<file path="src/sv/assert_macros.svh">
// ----------------------------------------------------------------------------
// Assertion macros
// Shared concurrent assertion helpers for the frame segmenter.
// ----------------------------------------------------------------------------
`ifndef ASSERT_MACROS_SVH
`define ASSERT_MACROS_SVH

// prop must hold at every edge outside reset
`define TFS_ASSERT(lbl, clk, rst, prop, msg) \
   lbl: assert property (@(posedge clk) disable iff (rst) prop) else $error(msg);

// cond must never be true outside reset
`define TFS_ASSERT_NEVER(lbl, clk, rst, cond, msg) \
   lbl: assert property (@(posedge clk) disable iff (rst) !(cond)) else $error(msg);

`endif

</file>
<file path="src/sv/tfs_pkg.sv">
// ----------------------------------------------------------------------------
// Telemetry frame segmenter package
// Sizes, codes and control bundles shared by the segmenter modules.
// ----------------------------------------------------------------------------
package tfs_pkg;

   localparam int FRAME_BYTES = 128;
   localparam int FRAME_WORDS = FRAME_BYTES / 2;
   localparam int ADDR_W      = $clog2(FRAME_WORDS);
   localparam int FILL_W      = $clog2(FRAME_WORDS + 1);
   localparam int WORD_W      = 16;
   localparam int OPC_W       = 3;
   localparam int CSR_ADDR_W  = 5;
   localparam int CSR_DATA_W  = 32;

   typedef enum logic [OPC_W-1:0] {
      OP_ADD         = 3'd0,
      OP_START       = 3'd1,
      OP_STOP        = 3'd2,
      OP_FINISH      = 3'd3,
      OP_SINGLE_OPEN = 3'd4,
      OP_SINGLE_WORD = 3'd5
   } opcode_type;

   typedef enum logic [2:0] {
      REG_TYPE_SINGLE = 3'd0,
      REG_TYPE_START  = 3'd1,
      REG_TYPE_CONT   = 3'd2,
      REG_TYPE_STOP   = 3'd3,
      REG_PAD_WORD    = 3'd4
   } csr_index_type;

   typedef enum logic [2:0] {
      S_IDLE,
      S_PAD,
      S_SEND,
      S_OPEN_HDR,
      S_OPEN_NUM,
      S_PUT_SESSION,
      S_PUT_DATA,
      S_FINISH
   } state_type;

   typedef enum logic [2:0] {
      WR_NONE,
      WR_PAD,
      WR_HDR,
      WR_NUM,
      WR_SESSION,
      WR_DATA
   } wr_sel_type;

   typedef enum logic [1:0] {
      HDR_SINGLE,
      HDR_START,
      HDR_CONT,
      HDR_STOP
   } hdr_sel_type;

   typedef struct packed {
      wr_sel_type  wr_sel;
      hdr_sel_type hdr_sel;
      logic        data_load;
      logic        num_inc;
      logic        send;
      logic        send_end;
      logic        single_set;
      logic        single_clr;
      logic        session_load;
      logic        finish_clr;
   } cmd_type;

   typedef struct packed {
      logic fill_zero;
      logic fill_full;
      logic single_active;
      logic send_done;
   } status_type;

   typedef struct packed {
      logic [WORD_W-1:0] type_single;
      logic [WORD_W-1:0] type_start;
      logic [WORD_W-1:0] type_cont;
      logic [WORD_W-1:0] type_stop;
      logic [WORD_W-1:0] pad_word;
   } cfg_type;

endpackage

</file>
<file path="src/sv/tfs_req_if.sv">
// ----------------------------------------------------------------------------
// Request channel
// Valid/ready channel carrying one segmenter command per transfer.
// ----------------------------------------------------------------------------
interface tfs_req_if;
   import tfs_pkg::*;

   logic              valid;
   logic              ready;
   logic [OPC_W-1:0]  opcode;
   logic [WORD_W-1:0] data_word;
   logic              last;

   modport source (output valid, output opcode, output data_word, output last,
                   input ready);
   modport sink (input valid, input opcode, input data_word, input last,
                 output ready);
endinterface

</file>
<file path="src/sv/tfs_rsp_if.sv">
// ----------------------------------------------------------------------------
// Response channel
// Valid/ready channel carrying one frame word per transfer.
// ----------------------------------------------------------------------------
interface tfs_rsp_if;
   import tfs_pkg::*;

   logic              valid;
   logic              ready;
   logic [WORD_W-1:0] frame_word;
   logic              last_word;

   modport source (output valid, output frame_word, output last_word,
                   input ready);
   modport sink (input valid, input frame_word, input last_word,
                 output ready);
endinterface

</file>
<file path="src/sv/tfs_csr.sv">
// ----------------------------------------------------------------------------
// Segmenter register file
// APB-style access to the header type words and the pad word.
// ----------------------------------------------------------------------------
module tfs_csr (
   input  logic                           clock,
   input  logic                           reset,
   input  logic                           csr_psel,
   input  logic                           csr_penable,
   input  logic                           csr_pwrite,
   input  logic [tfs_pkg::CSR_ADDR_W-1:0] csr_paddr,
   input  logic [tfs_pkg::CSR_DATA_W-1:0] csr_pwdata,
   output logic [tfs_pkg::CSR_DATA_W-1:0] csr_prdata,
   output logic                           csr_pready,
   output tfs_pkg::cfg_type               cfg
);
   import tfs_pkg::*;

   cfg_type       cfg_ff;
   cfg_type       cfg_in;
   csr_index_type index;
   logic          wr_en;
   logic [WORD_W-1:0] rd_word;

   assign index      = csr_index_type'(csr_paddr[CSR_ADDR_W-1:2]);
   assign wr_en      = csr_psel && csr_penable && csr_pwrite;
   assign csr_pready = 1'b1;
   assign cfg        = cfg_ff;

   always_comb begin
      cfg_in = cfg_ff;
      if (wr_en) begin
         unique case (index)
            REG_TYPE_SINGLE: cfg_in.type_single = csr_pwdata[WORD_W-1:0];
            REG_TYPE_START:  cfg_in.type_start  = csr_pwdata[WORD_W-1:0];
            REG_TYPE_CONT:   cfg_in.type_cont   = csr_pwdata[WORD_W-1:0];
            REG_TYPE_STOP:   cfg_in.type_stop   = csr_pwdata[WORD_W-1:0];
            REG_PAD_WORD:    cfg_in.pad_word    = csr_pwdata[WORD_W-1:0];
            default: ;
         endcase
      end
   end

   always_comb begin
      unique case (index)
         REG_TYPE_SINGLE: rd_word = cfg_ff.type_single;
         REG_TYPE_START:  rd_word = cfg_ff.type_start;
         REG_TYPE_CONT:   rd_word = cfg_ff.type_cont;
         REG_TYPE_STOP:   rd_word = cfg_ff.type_stop;
         REG_PAD_WORD:    rd_word = cfg_ff.pad_word;
         default:         rd_word = '0;
      endcase
   end

   assign csr_prdata = CSR_DATA_W'(rd_word);

   always_ff @(posedge clock) begin
      if (reset) begin
         cfg_ff <= '0;
      end else begin
         cfg_ff <= cfg_in;
      end
   end
endmodule

</file>
<file path="src/sv/tfs_ctrl.sv">
// ----------------------------------------------------------------------------
// Segmenter controller
// Sequences pad, send, frame open and word append steps for each command.
// ----------------------------------------------------------------------------
module tfs_ctrl (
   input  logic                      clock,
   input  logic                      reset,
   input  logic                      req_valid,
   output logic                      req_ready,
   input  logic [tfs_pkg::OPC_W-1:0] req_opcode,
   input  logic                      req_last,
   input  tfs_pkg::status_type       status,
   output tfs_pkg::cmd_type          cmd
);
   import tfs_pkg::*;

   state_type  state_ff, state_in;
   opcode_type op_ff, op_in;
   logic       last_ff, last_in;
   opcode_type req_op;
   logic       accept;

   assign req_op    = opcode_type'(req_opcode);
   assign req_ready = (state_ff == S_IDLE);
   assign accept    = req_ready && req_valid;
   assign op_in     = accept ? req_op : op_ff;
   assign last_in   = accept ? req_last : last_ff;

   // next state
   always_comb begin
      state_in = state_ff;
      unique case (state_ff)
         S_IDLE: begin
            if (req_valid) begin
               unique case (req_op) inside
                  OP_ADD: begin
                     if (status.fill_full)       state_in = S_SEND;
                     else if (!status.fill_zero) state_in = S_PUT_DATA;
                  end
                  OP_START, OP_STOP: begin
                     state_in = status.fill_zero ? S_OPEN_HDR : S_PAD;
                  end
                  OP_FINISH: begin
                     state_in = status.fill_zero ? S_FINISH : S_PAD;
                  end
                  OP_SINGLE_OPEN: state_in = S_OPEN_HDR;
                  OP_SINGLE_WORD: begin
                     if (status.single_active) state_in = S_PUT_DATA;
                  end
                  default: ;
               endcase
            end
         end
         S_PAD: begin
            if (status.fill_full) state_in = S_SEND;
         end
         S_SEND: begin
            if (status.send_done) begin
               unique case (op_ff) inside
                  OP_ADD, OP_START, OP_STOP: state_in = S_OPEN_HDR;
                  OP_FINISH:                 state_in = S_FINISH;
                  default:                   state_in = S_IDLE;
               endcase
            end
         end
         S_OPEN_HDR: state_in = S_OPEN_NUM;
         S_OPEN_NUM: begin
            unique case (op_ff)
               OP_ADD:         state_in = S_PUT_SESSION;
               OP_START:       state_in = S_PUT_DATA;
               OP_SINGLE_OPEN: state_in = last_ff ? S_PAD : S_IDLE;
               default:        state_in = S_IDLE;
            endcase
         end
         S_PUT_SESSION: state_in = S_PUT_DATA;
         S_PUT_DATA: begin
            if (op_ff == OP_SINGLE_WORD && last_ff) state_in = S_PAD;
            else                                    state_in = S_IDLE;
         end
         S_FINISH: state_in = S_IDLE;
         default:  state_in = S_IDLE;
      endcase
   end

   // commands
   always_comb begin
      cmd         = '0;
      cmd.wr_sel  = WR_NONE;
      cmd.hdr_sel = HDR_SINGLE;
      unique case (state_ff)
         S_IDLE: begin
            if (accept) begin
               cmd.data_load = 1'b1;
               unique case (req_op) inside
                  OP_ADD, OP_START, OP_STOP, OP_FINISH: cmd.single_clr = 1'b1;
                  OP_SINGLE_OPEN: begin
                     cmd.single_set = !req_last;
                     cmd.single_clr = req_last;
                  end
                  OP_SINGLE_WORD: cmd.single_clr = req_last;
                  default: ;
               endcase
            end
         end
         S_PAD: cmd.wr_sel = WR_PAD;
         S_SEND: begin
            cmd.send     = 1'b1;
            cmd.send_end = status.send_done;
         end
         S_OPEN_HDR: begin
            cmd.wr_sel = WR_HDR;
            unique case (op_ff)
               OP_ADD:   cmd.hdr_sel = HDR_CONT;
               OP_START: cmd.hdr_sel = HDR_START;
               OP_STOP:  cmd.hdr_sel = HDR_STOP;
               default:  cmd.hdr_sel = HDR_SINGLE;
            endcase
         end
         S_OPEN_NUM: begin
            cmd.wr_sel  = WR_NUM;
            cmd.num_inc = 1'b1;
         end
         S_PUT_SESSION: cmd.wr_sel = WR_SESSION;
         S_PUT_DATA: begin
            cmd.wr_sel       = WR_DATA;
            cmd.session_load = (op_ff == OP_START);
         end
         S_FINISH: cmd.finish_clr = 1'b1;
         default: ;
      endcase
   end

   always_ff @(posedge clock) begin
      if (reset) begin
         state_ff <= S_IDLE;
         op_ff    <= OP_ADD;
         last_ff  <= 1'b0;
      end else begin
         state_ff <= state_in;
         op_ff    <= op_in;
         last_ff  <= last_in;
      end
   end
endmodule

</file>
<file path="src/sv/tfs_dp.sv">
// ----------------------------------------------------------------------------
// Segmenter datapath
// Frame buffer, fill and read pointers, frame number, session type and
// the registered output word.
// ----------------------------------------------------------------------------
`include "assert_macros.svh"

module tfs_dp (
   input  logic                       clock,
   input  logic                       reset,
   input  tfs_pkg::cmd_type           cmd,
   output tfs_pkg::status_type        status,
   input  tfs_pkg::cfg_type           cfg,
   input  logic [tfs_pkg::WORD_W-1:0] req_data_word,
   input  logic                       rsp_ready,
   output logic                       rsp_valid,
   output logic [tfs_pkg::WORD_W-1:0] rsp_frame_word,
   output logic                       rsp_last_word
);
   import tfs_pkg::*;

   logic [WORD_W-1:0] mem [FRAME_WORDS];

   logic [FILL_W-1:0] fill_ff, fill_in;
   logic [FILL_W-1:0] rd_ptr_ff, rd_ptr_in;
   logic [WORD_W-1:0] number_ff, number_in;
   logic [WORD_W-1:0] session_ff, session_in;
   logic [WORD_W-1:0] data_ff, data_in;
   logic              single_ff, single_in;
   logic              rsp_valid_ff, rsp_valid_in;
   logic [WORD_W-1:0] rd_data_ff;
   logic              rsp_last_ff;

   logic              full;
   logic              send_done;
   logic              rd_issue;
   logic              last_issue;
   logic              wr_en;
   logic [ADDR_W-1:0] wr_addr;
   logic [WORD_W-1:0] wr_word;
   logic [WORD_W-1:0] hdr_word;

   assign full       = (fill_ff == FILL_W'(FRAME_WORDS));
   assign send_done  = (rd_ptr_ff == FILL_W'(FRAME_WORDS));
   assign rd_issue   = cmd.send && !send_done && (!rsp_valid_ff || rsp_ready);
   assign last_issue = rd_issue && (rd_ptr_ff == FILL_W'(FRAME_WORDS - 1));

   always_comb begin
      unique case (cmd.hdr_sel)
         HDR_SINGLE: hdr_word = cfg.type_single;
         HDR_START:  hdr_word = cfg.type_start;
         HDR_CONT:   hdr_word = cfg.type_cont;
         HDR_STOP:   hdr_word = cfg.type_stop;
         default:    hdr_word = cfg.type_single;
      endcase
   end

   always_comb begin
      unique case (cmd.wr_sel)
         WR_PAD:     wr_word = cfg.pad_word;
         WR_HDR:     wr_word = hdr_word;
         WR_NUM:     wr_word = number_ff;
         WR_SESSION: wr_word = session_ff;
         WR_DATA:    wr_word = data_ff;
         default:    wr_word = data_ff;
      endcase
   end

   // a header write reopens the frame at entry zero
   assign wr_en   = (cmd.wr_sel == WR_HDR) || ((cmd.wr_sel != WR_NONE) && !full);
   assign wr_addr = (cmd.wr_sel == WR_HDR) ? '0 : fill_ff[ADDR_W-1:0];

   always_comb begin
      fill_in = fill_ff;
      if (cmd.send_end)               fill_in = '0;
      else if (cmd.wr_sel == WR_HDR)  fill_in = FILL_W'(1);
      else if (wr_en)                 fill_in = fill_ff + FILL_W'(1);
   end

   always_comb begin
      rd_ptr_in = rd_ptr_ff;
      if (cmd.send_end)  rd_ptr_in = '0;
      else if (rd_issue) rd_ptr_in = rd_ptr_ff + FILL_W'(1);
   end

   always_comb begin
      number_in = number_ff;
      if (cmd.finish_clr)   number_in = '0;
      else if (cmd.num_inc) number_in = number_ff + WORD_W'(1);
   end

   always_comb begin
      session_in = session_ff;
      if (cmd.finish_clr)        session_in = cfg.pad_word;
      else if (cmd.session_load) session_in = data_ff;
   end

   always_comb begin
      single_in = single_ff;
      if (cmd.single_clr)      single_in = 1'b0;
      else if (cmd.single_set) single_in = 1'b1;
   end

   assign data_in      = cmd.data_load ? req_data_word : data_ff;
   assign rsp_valid_in = rd_issue ? 1'b1 : (rsp_ready ? 1'b0 : rsp_valid_ff);

   always_ff @(posedge clock) begin
      if (reset) begin
         fill_ff      <= '0;
         rd_ptr_ff    <= '0;
         number_ff    <= '0;
         session_ff   <= '0;
         single_ff    <= 1'b0;
         rsp_valid_ff <= 1'b0;
      end else begin
         fill_ff      <= fill_in;
         rd_ptr_ff    <= rd_ptr_in;
         number_ff    <= number_in;
         session_ff   <= session_in;
         single_ff    <= single_in;
         rsp_valid_ff <= rsp_valid_in;
      end
   end

   always_ff @(posedge clock) begin
      data_ff <= data_in;
   end

   // frame buffer: one write port, one registered read port
   always_ff @(posedge clock) begin
      if (wr_en) begin
         mem[wr_addr] <= wr_word;
      end
   end

   always_ff @(posedge clock) begin
      if (rd_issue) begin
         rd_data_ff  <= mem[rd_ptr_ff[ADDR_W-1:0]];
         rsp_last_ff <= (rd_ptr_ff == FILL_W'(FRAME_WORDS - 1));
      end
   end

   assign status.fill_zero     = (fill_ff == '0);
   assign status.fill_full     = full;
   assign status.single_active = single_ff;
   assign status.send_done     = send_done;

   assign rsp_valid      = rsp_valid_ff;
   assign rsp_frame_word = rd_data_ff;
   assign rsp_last_word  = rsp_last_ff;

   `TFS_ASSERT_NEVER(a_fill_bound, clock, reset, fill_ff > FILL_W'(FRAME_WORDS), "fill overflow")
   `TFS_ASSERT(a_send_full, clock, reset, cmd.send |-> full, "send of unpadded frame")
   `TFS_ASSERT(a_last_word, clock, reset, last_issue |=> rsp_last_ff, "final word not flagged")
endmodule

</file>
<file path="src/sv/telemetry_frame_segmenter.sv">
// ----------------------------------------------------------------------------
// Telemetry frame segmenter
// Packs 16-bit telemetry words into fixed frames and streams them out.
// ----------------------------------------------------------------------------
// One command is taken at a time; req ready drops until its steps are done.
// An add or single word is its transfer plus one buffer write; a start or
// stop on an empty buffer writes the header and number words, and a start
// its data word. Sending a frame first pads the open frame, one buffer
// write per cycle, then reads the frame buffer through its registered read
// port one word per cycle while the response side does not stall, then for
// an add, start or stop writes the next frame's header words. The output
// word register lets the next command be taken while the final frame word
// still waits for its transfer. No clearing pass.
module telemetry_frame_segmenter (
   input  logic                           clock,
   input  logic                           reset,
   tfs_req_if.sink                        req_ch,
   tfs_rsp_if.source                      rsp_ch,
   input  logic                           csr_psel,
   input  logic                           csr_penable,
   input  logic                           csr_pwrite,
   input  logic [tfs_pkg::CSR_ADDR_W-1:0] csr_paddr,
   input  logic [tfs_pkg::CSR_DATA_W-1:0] csr_pwdata,
   output logic [tfs_pkg::CSR_DATA_W-1:0] csr_prdata,
   output logic                           csr_pready
);
   import tfs_pkg::*;

   cfg_type    cfg;
   cmd_type    cmd;
   status_type status;

   tfs_csr u_csr (
      .clock       (clock),
      .reset       (reset),
      .csr_psel    (csr_psel),
      .csr_penable (csr_penable),
      .csr_pwrite  (csr_pwrite),
      .csr_paddr   (csr_paddr),
      .csr_pwdata  (csr_pwdata),
      .csr_prdata  (csr_prdata),
      .csr_pready  (csr_pready),
      .cfg         (cfg)
   );

   tfs_ctrl u_ctrl (
      .clock      (clock),
      .reset      (reset),
      .req_valid  (req_ch.valid),
      .req_ready  (req_ch.ready),
      .req_opcode (req_ch.opcode),
      .req_last   (req_ch.last),
      .status     (status),
      .cmd        (cmd)
   );

   tfs_dp u_dp (
      .clock          (clock),
      .reset          (reset),
      .cmd            (cmd),
      .status         (status),
      .cfg            (cfg),
      .req_data_word  (req_ch.data_word),
      .rsp_ready      (rsp_ch.ready),
      .rsp_valid      (rsp_ch.valid),
      .rsp_frame_word (rsp_ch.frame_word),
      .rsp_last_word  (rsp_ch.last_word)
   );
endmodule
</file>
<file path="src/flat_wrapper.sv">
// flat-port wrapper written by rule: the top's interface ports become plain ports
module telemetry_frame_segmenter_flat import tfs_pkg::*;
  (clock, reset, csr_psel, csr_penable, csr_pwrite, csr_paddr, csr_pwdata, csr_prdata, csr_pready, req_ch_valid, req_ch_opcode, req_ch_data_word, req_ch_last, req_ch_ready, rsp_ch_valid, rsp_ch_frame_word, rsp_ch_last_word, rsp_ch_ready);
  tfs_req_if req_ch_i ();
  tfs_rsp_if rsp_ch_i ();
  input  logic clock;
  input  logic reset;
  input  logic csr_psel;
  input  logic csr_penable;
  input  logic csr_pwrite;
  input  logic [tfs_pkg::CSR_ADDR_W-1:0] csr_paddr;
  input  logic [tfs_pkg::CSR_DATA_W-1:0] csr_pwdata;
  output logic [tfs_pkg::CSR_DATA_W-1:0] csr_prdata;
  output logic csr_pready;
  input wire logic [$bits(req_ch_i.valid)-1:0] req_ch_valid;
  input wire logic [$bits(req_ch_i.opcode)-1:0] req_ch_opcode;
  input wire logic [$bits(req_ch_i.data_word)-1:0] req_ch_data_word;
  input wire logic [$bits(req_ch_i.last)-1:0] req_ch_last;
  output wire logic [$bits(req_ch_i.ready)-1:0] req_ch_ready;
  output wire logic [$bits(rsp_ch_i.valid)-1:0] rsp_ch_valid;
  output wire logic [$bits(rsp_ch_i.frame_word)-1:0] rsp_ch_frame_word;
  output wire logic [$bits(rsp_ch_i.last_word)-1:0] rsp_ch_last_word;
  input wire logic [$bits(rsp_ch_i.ready)-1:0] rsp_ch_ready;
  assign req_ch_i.valid = req_ch_valid;
  assign req_ch_i.opcode = req_ch_opcode;
  assign req_ch_i.data_word = req_ch_data_word;
  assign req_ch_i.last = req_ch_last;
  assign req_ch_ready = req_ch_i.ready;
  assign rsp_ch_valid = rsp_ch_i.valid;
  assign rsp_ch_frame_word = rsp_ch_i.frame_word;
  assign rsp_ch_last_word = rsp_ch_i.last_word;
  assign rsp_ch_i.ready = rsp_ch_ready;
  telemetry_frame_segmenter u_core (.clock(clock), .reset(reset), .req_ch(req_ch_i), .rsp_ch(rsp_ch_i), .csr_psel(csr_psel), .csr_penable(csr_penable), .csr_pwrite(csr_pwrite), .csr_paddr(csr_paddr), .csr_pwdata(csr_pwdata), .csr_prdata(csr_prdata), .csr_pready(csr_pready));
endmodule
</file>
<file path="config.mk">
export PLATFORM = sky130hd
export DESIGN_NAME = telemetry_frame_segmenter_flat
export DESIGN_NICKNAME = d
export VERILOG_FILES = /design/src/sv/tfs_pkg.sv /design/src/sv/tfs_req_if.sv /design/src/sv/tfs_rsp_if.sv /design/src/sv/tfs_csr.sv /design/src/sv/tfs_ctrl.sv /design/src/sv/tfs_dp.sv /design/src/sv/telemetry_frame_segmenter.sv /design/src/flat_wrapper.sv
export VERILOG_INCLUDE_DIRS = /design/src /design/src/sv
export SDC_FILE = /design/constraint.sdc
export NUM_CORES = 1
export LEC_CHECK = 0
export ABC_CLOCK_PERIOD_IN_PS = 4800
export BUFFER_PORTS_ARGS = -buffer_cell sky130_fd_sc_hd__clkbuf_2
export CORE_MARGIN = 2
export CORE_UTILIZATION = 40
export DETAILED_ROUTE_END_ITERATION = 12
export HOLD_SLACK_MARGIN = 0.12
export PLACE_DENSITY = 0.59
export SYNTH_ARGS = -nofsm -noshare
export SYNTH_HDL_FRONTEND = slang
export SYNTH_HIERARCHICAL = 1
export SYNTH_SLANG_ARGS = --single-unit
</file>
<file path="constraint.sdc">
create_clock -name clock -period 4.8 [get_ports clock]
set_input_delay 0.72 -clock clock [delete_from_list [all_inputs] [get_ports clock]]
set_output_delay 0.72 -clock clock [all_outputs]
set_load 0.02 [all_outputs]
</file>
==> results of run 1 <==
[synth_stat cells (6+ instances only)]
library cell | count | share of area
a221oi_1 | 17 | 0.0031
a22oi_1 | 159 | 0.025
o22ai_1 | 17 | 0.0022
inv_1 | 15 | 0.0012
clkbuf_1 | 99 | 0.0078
dfxtp_1 | 135 | 0.056
buf_6 | 19 | 0.0045
edfxtp_1 | 1057 | 0.66
and3_1 | 6 | 0.00078
a21oi_1 | 115 | 0.012
or3_1 | 9 | 0.0012
nand4_1 | 10 | 0.0013
buf_2 | 26 | 0.0027
nor2_1 | 129 | 0.010
nand2_1 | 27 | 0.0021
xnor2_1 | 15 | 0.0027
xor2_1 | 7 | 0.0013
nand3_1 | 16 | 0.0017
nand2b_1 | 104 | 0.014
nor4_1 | 8 | 0.0010
buf_1 | 16 | 0.0013
mux2i_1 | 115 | 0.024
a21o_1 | 16 | 0.0025
mux2_2 | 33 | 0.0078
nor3_1 | 12 | 0.0013
buf_4 | 27 | 0.0042
or4_1 | 21 | 0.0033
mux4_2 | 272 | 0.13
[cells in the final DEF, fill, tap and decap left out, types with 20 or more instances in the layout]
cell / count
clkinv_1: 27
or4_1: 21
edfxtp_1: 1057
clkbuf_1: 20
clkbuf_16: 119
buf_12: 26
nand2b_1: 104
nand2_1: 27
a22oi_1: 159
buf_4: 96
dfxtp_1: 133
mux2i_1: 115
a21oi_1: 115
nor2_1: 127
mux2_2: 33
clkinv_2: 25
mux4_2: 272
clkbuf_2: 79
[metal layers]
| metal | part of all wire | wire length [µm] | vias up |
|---|---|---|---|
| met2 | 0.48 | 55200 | 935 |
| met5 | 0.00057 | 66 | - |
| met4 | 0.021 | 2390 | 10 |
| met3 | 0.075 | 8650 | 155 |
| met1 | 0.43 | 49500 | 13197 |
| li1 | - | - | 10758 |
[worst paths after layout]
| path | start | end | slack, ns | cells after the start |
|---|---|---|---|---|
| setup / recovery | u_core/u_ctrl/state_ff[0] | u_core/u_dp/mem[0][2] | 1.03 | 9 |
| hold / removal | req_ch_data_word[5] | u_core/u_dp/data_ff[5] | 0.25 | 1 |
| setup reg to reg | u_core/u_ctrl/state_ff[0] | u_core/u_dp/mem[0][2] | 1.03 | 9 |
| hold reg to reg | u_core/u_csr/cfg[20] | u_core/u_csr/cfg[20] | 0.49 | 2 |
[final cells by class]
type | instances | area share
clock inverters | 79 | 0.0152
well taps | 1600 | 0.0367
diodes | 1 | 0.0000459
multi-input cells | 1196 | 0.229
inverters | 16 | 0.00110
flip-flops and latches | 1192 | 0.631
clock buffers | 141 | 0.0565
repair buffers | 202 | 0.0301
[worst register-to-register path, cell delays in order, from the launching register on]
cell and delay, ns:
dfxtp_1 0.61, inv_1 0.11, or3_1 0.36, nand2_1 0.10, nor2_1 0.04, buf_4 0.16
and2_1 0.56, a21oi_1 1.12, nor2_1 0.14, buf_4 0.27
[sequential cells by signal (all words and copies together) (netlist names)]
signal	cells
u_core/u_dp/mem	1024
u_core/u_csr/cfg	80
u_core/u_dp/data_ff	16
u_core/u_dp/number_ff	16
u_core/u_dp/rsp_frame_word	16
u_core/u_dp/session_ff	16
u_core/u_dp/fill_ff	7
u_core/u_dp/rd_ptr_ff	7
u_core/u_ctrl/op_ff	3
u_core/u_ctrl/state_ff	3
u_core/u_ctrl/last_ff	1
u_core/u_dp/rsp_last_word	1
u_core/u_dp/rsp_valid	1
u_core/u_dp/single_ff	1
[power by group through the flow]
stage	clock network [mW]	logic, mW	registers [mW]
5_1_grt	9.84	7.54	13.9
6_report	9.24	7.04	13.8
4_1_cts	9.41	7.11	13.8
3_3_place_gp	0	6.83	14.0
2_1_floorplan	0	4.22	14.0
3_5_place_dp	0	7.11	14.1
[cell families after synthesis]
| kind of cell | share of synthesized area |
|---|---|
| and+or+nand+nor | 0.0426 |
| DFF | 0.720 |
| muxes | 0.160 |
| xor gates and xnor gates | 0.00403 |
| AOI/OAI and AO/OA | 0.0501 |
| buffers and inverters | 0.0223 |
| other | 0.000157 |
| adders and majority gates | 0.00131 |
[stage by stage]
stage | util | std cells
4_1_cts | 0.461 | 4426
2_1_floorplan | - | 2593
6_report | 0.461 | 4427
5_1_grt | 0.461 | 4426
3_3_place_gp | 0.428 | 4206
3_5_place_dp | 0.428 | 4206
==> run metrics, run 1 <==
CP max stage delay between 1 and 1.5 ns; design area approximately 55,000 µm²; Yosys cell types 69; Hold Crit Class in2reg; setup bufs post-CTS 0; grt met3 use 0.0344; fraction of registers with async set/reset 0; Logic pwr share 0.234; final antenna-violating net count 0; largest net degree at the start of global routing 65; CTS max path bufs 3; critical path class reg2reg; RSZ-0062 raised after global routing false; Pre-antenna DRT Iters 5; Post-synth EDFFs 1,057; Reg area about 34,000 µm²; syn_area_per_cell 18.6 µm²; Via density roughly 5.7; met2 Usage GRT 0.299; crit share post-route 0.786; outcome finished, final reports clean; Ys Warns 6; Max Fclk between 200 and 300 MHz; switch share 0.292; DP Worst Slack approximately 1.2 ns; GRT met1 Usage 0.271; Most used DFF post-synth edfxtp_1; Initial Utilization 0.404; Starting DRT DRC Count roughly 2,800; # setup viols final 0; fillcell total between 9,000 and 10,000; Psw between 8 and 9 mW; Max-Cap Viols 0; Post-CTS Hold Fix Bufs 0; sequential-to-total area share from yosys stat 0.720; CP endpoint kind flip-flop; DIE HEIGHT about 350 µm; CTS sink cnt roughly 1,200; Worst path top cell family by delay simple AND/OR/NAND/NOR gates; drt wl/cell 26.2 µm; Multi-input gate area roughly 12,000 µm²; DP Area between 50,000 and 60,000 µm²; post-synthesis register bit count ~1,200; global-route wire length before repair between 150,000 and 200,000 µm; All-Layer GR Usage 0.189; CP Buf/Inv Count 3; Post-Route WL 116,000 µm; synth-to-layout area growth 14.0%; H-tree levels 3; CP Max Fanout 23; Slew HR 0.130; # nets final 2,796; skew final a little under 0.07 ns; internal power approximately 21 mW; die width ~350 µm; worst slew pin tran 1.30 ns; sequential share of power 0.459; final setup margin 1.03 ns; cts repair resizes 0; PortBufs 80; IO Pins between 100 and 150; Root Driver clkbuf_16; core area between 100,000 and 150,000 µm²; die area approximately 120,000 µm²; Power Total between 30 and 40 mW; initial antenna violation count 11; kind of start point of the critical path flip-flop; Slew Viols, Final 0; Crit-path slowest cell a21oi_1; critical path required time around 5.2 ns; floorplan row count between 100 and 150; clock power share 0.307; vias in the first global route ~25,000; CTS buffer count 119; minimum clock period ~3.8 ns; critical path data arrival time between 4 and 5 ns; cell chain of the critical path inv_1 -> or3_1 -> nand2_1 -> nor2_1 -> buf_4 -> and2_1 -> a21oi_1 -> nor2_1 -> buf_4; global route overflow 0; TNS Setup 0 ns; clock slew at the register clock pins of the worst setup and hold paths 0.06 ns; mapped cell area 47,900 µm²; DRC errors left 0; CTS tree built; HPWL Detailed approximately 70,000 µm; worst hold margin approximately 0.25 ns; GRT busiest layer met2; Clk Latency, worst-skew pair 0.74 ns; Lkg Pwr approximately 18 nW; via count roughly 25,000; final-report hold violation count 0; VDD IR max 0.000525 V; Post-Syn Instances 2,578; Pwr Density about 550 nW/µm²; share of cells above drive strength 1 0.257; Placer Congestion about 0.84
No activity file was read; power rests on OpenSTA's default activity.
==> run 2: changes to the inputs <==
- ABC_CLOCK_PERIOD_IN_PS: 4800 -> 3810
- clock period: 4.8 -> 3.81 ns (I/O delays scaled with it)
==> run 2 against run 1 <==
Cell area about the same. Global-route usage grew 0.23 points. Final cell count up 0.43%. Sequential power up 26%. Power rose by 24%. Clock power increased by 22%. Highest routed layer is now met4.
==> run metrics, run 2 (synthesis results as in run 1) <==
H-tree levels 3; global route overflow 0; cell chain of the critical path inv_1 -> or3_1 -> nand2_1 -> nor2_1 -> and2_1 -> a21oi_1 -> nor2_1 -> buf_4; Via density about 5.7; final-report hold violation count 0; Starting DRT DRC Count 2,810; All-Layer GR Usage 0.191; Clk Latency, worst-skew pair roughly 0.73 ns; critical path class reg2reg; Pwr Density 687 nW/µm²; kind of start point of the critical path flip-flop; Max-Cap Viols 0; Crit-path slowest cell a21oi_1; Placer Congestion roughly 0.84; drt wl/cell 26.4 µm; Pre-antenna DRT Iters 5; Initial Utilization 0.404; die width about 350 µm; TNS Setup 0 ns; DIE HEIGHT 350 µm; vias in the first global route 25,209; outcome finished, final reports clean; worst hold margin 0.213 ns; Lkg Pwr 17.6 nW; critical path required time between 4 and 5 ns; via count ~25,000; PortBufs 80; largest net degree at the start of global routing 65; commonest non-fill, non-tap cell in the layout edfxtp_1; CTS max path bufs 3; RSZ-0062 raised after global routing false; Max Fclk about 290 MHz; CTS buffer count 118; Slew Viols, Final 0; clock slew at the register clock pins of the worst setup and hold paths approximately 0.070 ns; share of cells above drive strength 1 0.255; Worst path top cell family by delay simple AND/OR/NAND/NOR gates; Slew HR 0.122; initial antenna violation count 3; global-route wire length before repair roughly 170,000 µm; Post-Route WL between 100,000 and 150,000 µm; CP Buf/Inv Count 2; die area roughly 120,000 µm²; critical path data arrival time 3.91 ns; most numerous cell on the critical path nor2_1; # nets final about 2,800; VDD IR max 0.000692 V; Layout Utilization 0.461; Hold Crit Class in2reg; CP max stage delay about 1.0 ns; floorplan row count roughly 130; crit share post-route 0.911; # setup viols final 0; synth-to-layout area growth 13.9%; skew final 0.0584 ns; max FFs per register 1,024; Root Driver clkbuf_16; DRC errors left 0; Biggest register u_core/u_dp/mem; minimum clock period 3.47 ns; IO Pins 116; CP Max Fanout 16; CP endpoint kind flip-flop; commonest non-fill, non-tap cells in the layout edfxtp_1, mux4_2, a22oi_1; CTS sink cnt around 1,200; final antenna-violating net count 0; core area between 100,000 and 150,000 µm²; HPWL Detailed 70,700 µm; CTS tree built; cts repair resizes 0; worst slew pin tran between 1 and 1.5 ns
run 2: cell types whose count changed in the layout (fill, tap and decap cells not counted), sizes merged:
cell | before | now
clkbuf | 220 | 228
clkinvlp | 5 | 4
inv | 20 | 21
diode | 1 | 2
clkinv | 57 | 49
buf | 123 | 129
bufinv | 13 | 8
dlygate4sd3 | 0 | 17
run 2: area by class of cell:
| class | count | area [µm²] |
|---|---|---|
| Multi-Input combinational cell | 1196 | 12500 |
| Sequential cell | 1192 | 34500 |
| Inverter | 16 | 60.1 |
| Timing Repair Buffer | 225 | 1770 |
| Tap cell | 1600 | 2000 |
| Clock buffer | 149 | 3120 |
| Antenna cell | 2 | 5.00 |
| Clock inverter | 66 | 623 |
| Fill cell | 9904 | 63900 |
run 2: path summary, 6_finish.rpt:
check | startpoint | endpoint | slack, ns | depth (start not counted)
worst min-delay path | req_ch_opcode[0] | u_core/u_ctrl/op_ff[0] | 0.21 | 3
worst min register to register | u_core/u_csr/cfg[39] | u_core/u_csr/cfg[39] | 0.49 | 2
worst max register to register | u_core/u_ctrl/state_ff[0] | u_core/u_dp/mem[24][12] | 0.34 | 8
worst max-delay path | u_core/u_ctrl/state_ff[0] | u_core/u_dp/mem[24][12] | 0.34 | 8
run 2: worst reg2reg max path, stage by stage, from the launching register on:
cell and delay, ns:
dfxtp_1 0.62, inv_1 0.12, or3_1 0.36, nand2_1 0.15, nor2_1 0.16, and2_1 0.35
a21oi_1 1.04, nor2_1 0.14, buf_4 0.28
run 2: what timing repair did:
| action | in CTS | in global routing |
|---|---|---|
| hold buffers | 17 | 0 |
| endpoints found under the setup margin | 0 | 0 |
| endpoints found under the hold margin | 17 | 0 |
| buffers inserted | 0 | 0 |
run 2: per-stage QoR:
step,instances,power [mW],setup WS [ns],cell area [µm²]
2_1_floorplan,2593,23.0,0.375,47900
3_3_place_gp,4212,26.2,0.439,50600
3_5_place_dp,4212,26.6,0.407,50600
4_1_cts,4444,37.8,0.413,54500
5_1_grt,4444,38.9,0.158,54500
6_report,4446,37.5,0.339,54500
run 2: per-layer routing:
| metal | vias up | wire length (µm) | GRT usage |
|---|---|---|---|
| met4 | 0 | 2570 | 0.0477 |
| met1 | 13258 | 50500 | 0.271 |
| li1 | 10813 | - | - |
| met2 | 1009 | 56300 | 0.307 |
| met3 | 171 | 7990 | 0.0321 |
| met5 | - | 0 | 0 |
run 2: power breakdown:
group / internal, mW / leakage, nW / switching [mW]
clock: 6.34 / 1.82 / 4.93
sequential: 17.2 / 10.7 / 0.275
combinational: 2.91 / 5.07 / 5.86
total: 26.4 / 17.6 / 11.1
==> run 3: changes to the inputs <==
- CTS_BUF_LIST: not set -> sky130_fd_sc_hd__clkbuf_2 sky130_fd_sc_hd__clkbuf_4 sky130_fd_sc_hd__clkbuf_8
==> run 3 against run 2 <==
Largest cell class unchanged. Highest routed layer is now met5. Clock power down 6%. Worst hold slack better by 0.00087 ns. Fmax up 0.98%. Critical path type unchanged.
==> run metrics, run 3 (synthesis results as in run 1) <==
reg2reg end u_core/u_dp/mem[31][11]; CTS tree built; Via density roughly 5.6; r2r setup slk between 0.3 and 0.4 ns; PortBufs 80; CP Max Fanout 33; switch share 0.303; H-tree levels 4; dpl cells roughly 4,200; DRC errors left 0; outcome finished, final reports clean; kind of start point of the critical path flip-flop; critical path class reg2reg; Slew HR 0.127; internal power about 26 mW; skew final roughly 0.055 ns; Finished Layout Cells 4,602; Multi-input gate area around 13,000 µm²; worst slew pin tran between 1 and 1.5 ns; HPWL Detailed between 70,000 and 80,000 µm; # nets final 2,914; via count 25,725; Reg area 34,500 µm²; DIE HEIGHT about 350 µm; Post-Route WL 119,000 µm; synth-to-layout area growth 14.3%; hold path cells 3; core area approximately 120,000 µm²; hold path startpoint rsp_ch_ready; share of cells above drive strength 1 0.284; max FFs per register 1,024; Biggest register u_core/u_dp/mem; R2R cell count 7; critical path required time between 4 and 5 ns; Starting DRT DRC Count around 2,700; clock slew at the register clock pins of the worst setup and hold paths around 0.060 ns; IO Pins between 100 and 150; Placer Congestion about 0.84; Logic pwr share 0.240; CTS sink cnt roughly 1,200; fillcell total 9,981; Clk Latency, worst-skew pair about 0.86 ns; CP endpoint kind flip-flop; vias in the first global route between 20,000 and 30,000; CTS buffer count 190; reg2reg start u_core/u_ctrl/state_ff[0]; RSZ-0062 raised after global routing false; CP max stage delay 0.71 ns; # setup viols final 0; final-report hold violation count 0; Max-Cap Viols 0; floorplan row count 126; Psw about 11 mW; All-Layer GR Usage 0.194; cell chain of the critical path nand2b_4 -> nand2_1 -> nor2_1 -> and2_1 -> buf_4 -> a21o_2 -> buf_12; Hold Crit Class in2reg; global-route wire length before repair 173,000 µm; TNS Setup 0 ns; Lkg Pwr between 15 and 20 nW; commonest non-fill, non-tap cells in the layout edfxtp_1, mux4_2, clkbuf_8; setup bufs post-CTS 0; die area 122,000 µm²; largest net degree at the start of global routing 65; Slew Viols, Final 0; Crit-path slowest cell a21o_2; sequential share of power 0.474; drt wl/cell 25.8 µm; Hold Path End u_core/u_dp/rsp_valid; clock power share 0.287; critical path data arrival time ~4.1 ns; Root Driver clkbuf_8; final antenna-violating net count 0; crit share post-route 0.902; commonest non-fill, non-tap cell in the layout edfxtp_1; VDD IR max 0.000705 V; die width 350 µm; Pwr Density a little under 700 nW/µm²; initial antenna violation count 6; Initial Utilization 0.404; minimum clock period 3.44 ns; Pre-antenna DRT Iters 5; global route overflow 0; Max Fclk just under 300 MHz; CTS max path bufs 3
[run 3: cell types whose count changed in the layout (fill, tap and decap cells not counted), moves of 2 or more]
cell,previous run,this run
clkbuf_4,0,58
bufinv_16,8,3
diode_2,2,5
dlygate4sd3_1,17,41
clkbuf_16,118,0
clkbuf_8,5,195
clkinv_16,2,0
inv_12,0,3
clkbuf_1,26,0
clkinv_1,25,54
[run 3: metal layers]
metal | vias up | share of wire | global-route usage
met5 | - | 0.00011 | 0
met4 | 2 | 0.021 | 0.0576
met3 | 182 | 0.074 | 0.0412
met2 | 1085 | 0.48 | 0.310
met1 | 13423 | 0.42 | 0.268
li1 | 11033 | - | -
[run 3: power by group through the flow]
| stage | Combinational (mW) | Sequential (mW) | Clock (mW) |
|---|---|---|---|
| 5_1_grt | 9.44 | 17.5 | 11.5 |
| 3_5_place_dp | 8.85 | 17.7 | 0 |
| 3_3_place_gp | 8.51 | 17.7 | 0 |
| 4_1_cts | 8.91 | 17.4 | 10.8 |
| 6_report | 8.82 | 17.4 | 10.6 |
| 2_1_floorplan | 5.32 | 17.7 | 0 |
[run 3: through the flow]
stage          hold slack, ns  worst slack, ns  total power [mW]   util  instance area [µm²]
2_1_floorplan           0.444            0.375              23.0      -                47900
3_3_place_gp            0.471            0.439              26.2  0.427                50600
3_5_place_dp            0.480            0.407              26.6  0.427                50600
4_1_cts                 0.131            0.435              37.2  0.462                54700
5_1_grt                 0.205            0.156              38.4  0.462                54700
6_report                0.214            0.372              36.8  0.462                54700
[run 3: final cells by class]
type	count	area share
well taps	1600	0.0366
multi-input cells	1196	0.229
flip-flops and latches	1192	0.630
inverters	16	0.00110
clock buffers	253	0.0570
repair buffers	249	0.0367
clock inverters	91	0.0101
diodes	5	0.000229
[run 3: worst max-delay path by stage]
stage,start,to,slack [ns]
3_3_place_gp,u_core/u_ctrl/state_ff[0],u_core/u_dp/mem[0][6],0.44
6_report,u_core/u_ctrl/state_ff[0],u_core/u_dp/mem[31][11],0.37
3_5_place_dp,u_core/u_ctrl/state_ff[0],u_core/u_dp/mem[29][11],0.41
2_1_floorplan,u_core/u_ctrl/state_ff[2],u_core/u_dp/mem[49][0],0.38
4_1_cts,u_core/u_ctrl/state_ff[0],u_core/u_dp/mem[20][11],0.43
5_1_grt,u_core/u_ctrl/state_ff[0],u_core/u_dp/mem[20][11],0.16
[run 3: repair_timing]
item | CTS | global route
endpoints found under the hold margin | 103 | 0
hold buffers | 41 | 0
gates resized for setup | 0 | 0
[run 3: worst max-delay path: cells and delay by family (launching register included)]
| kind | cells | cell delay (ns) |
|---|---|---|
| compound gates | 1 | 0.71 |
| simple gates | 4 | 1.30 |
| flops | 1 | 0.60 |
| buf+inv | 2 | 0.60 |
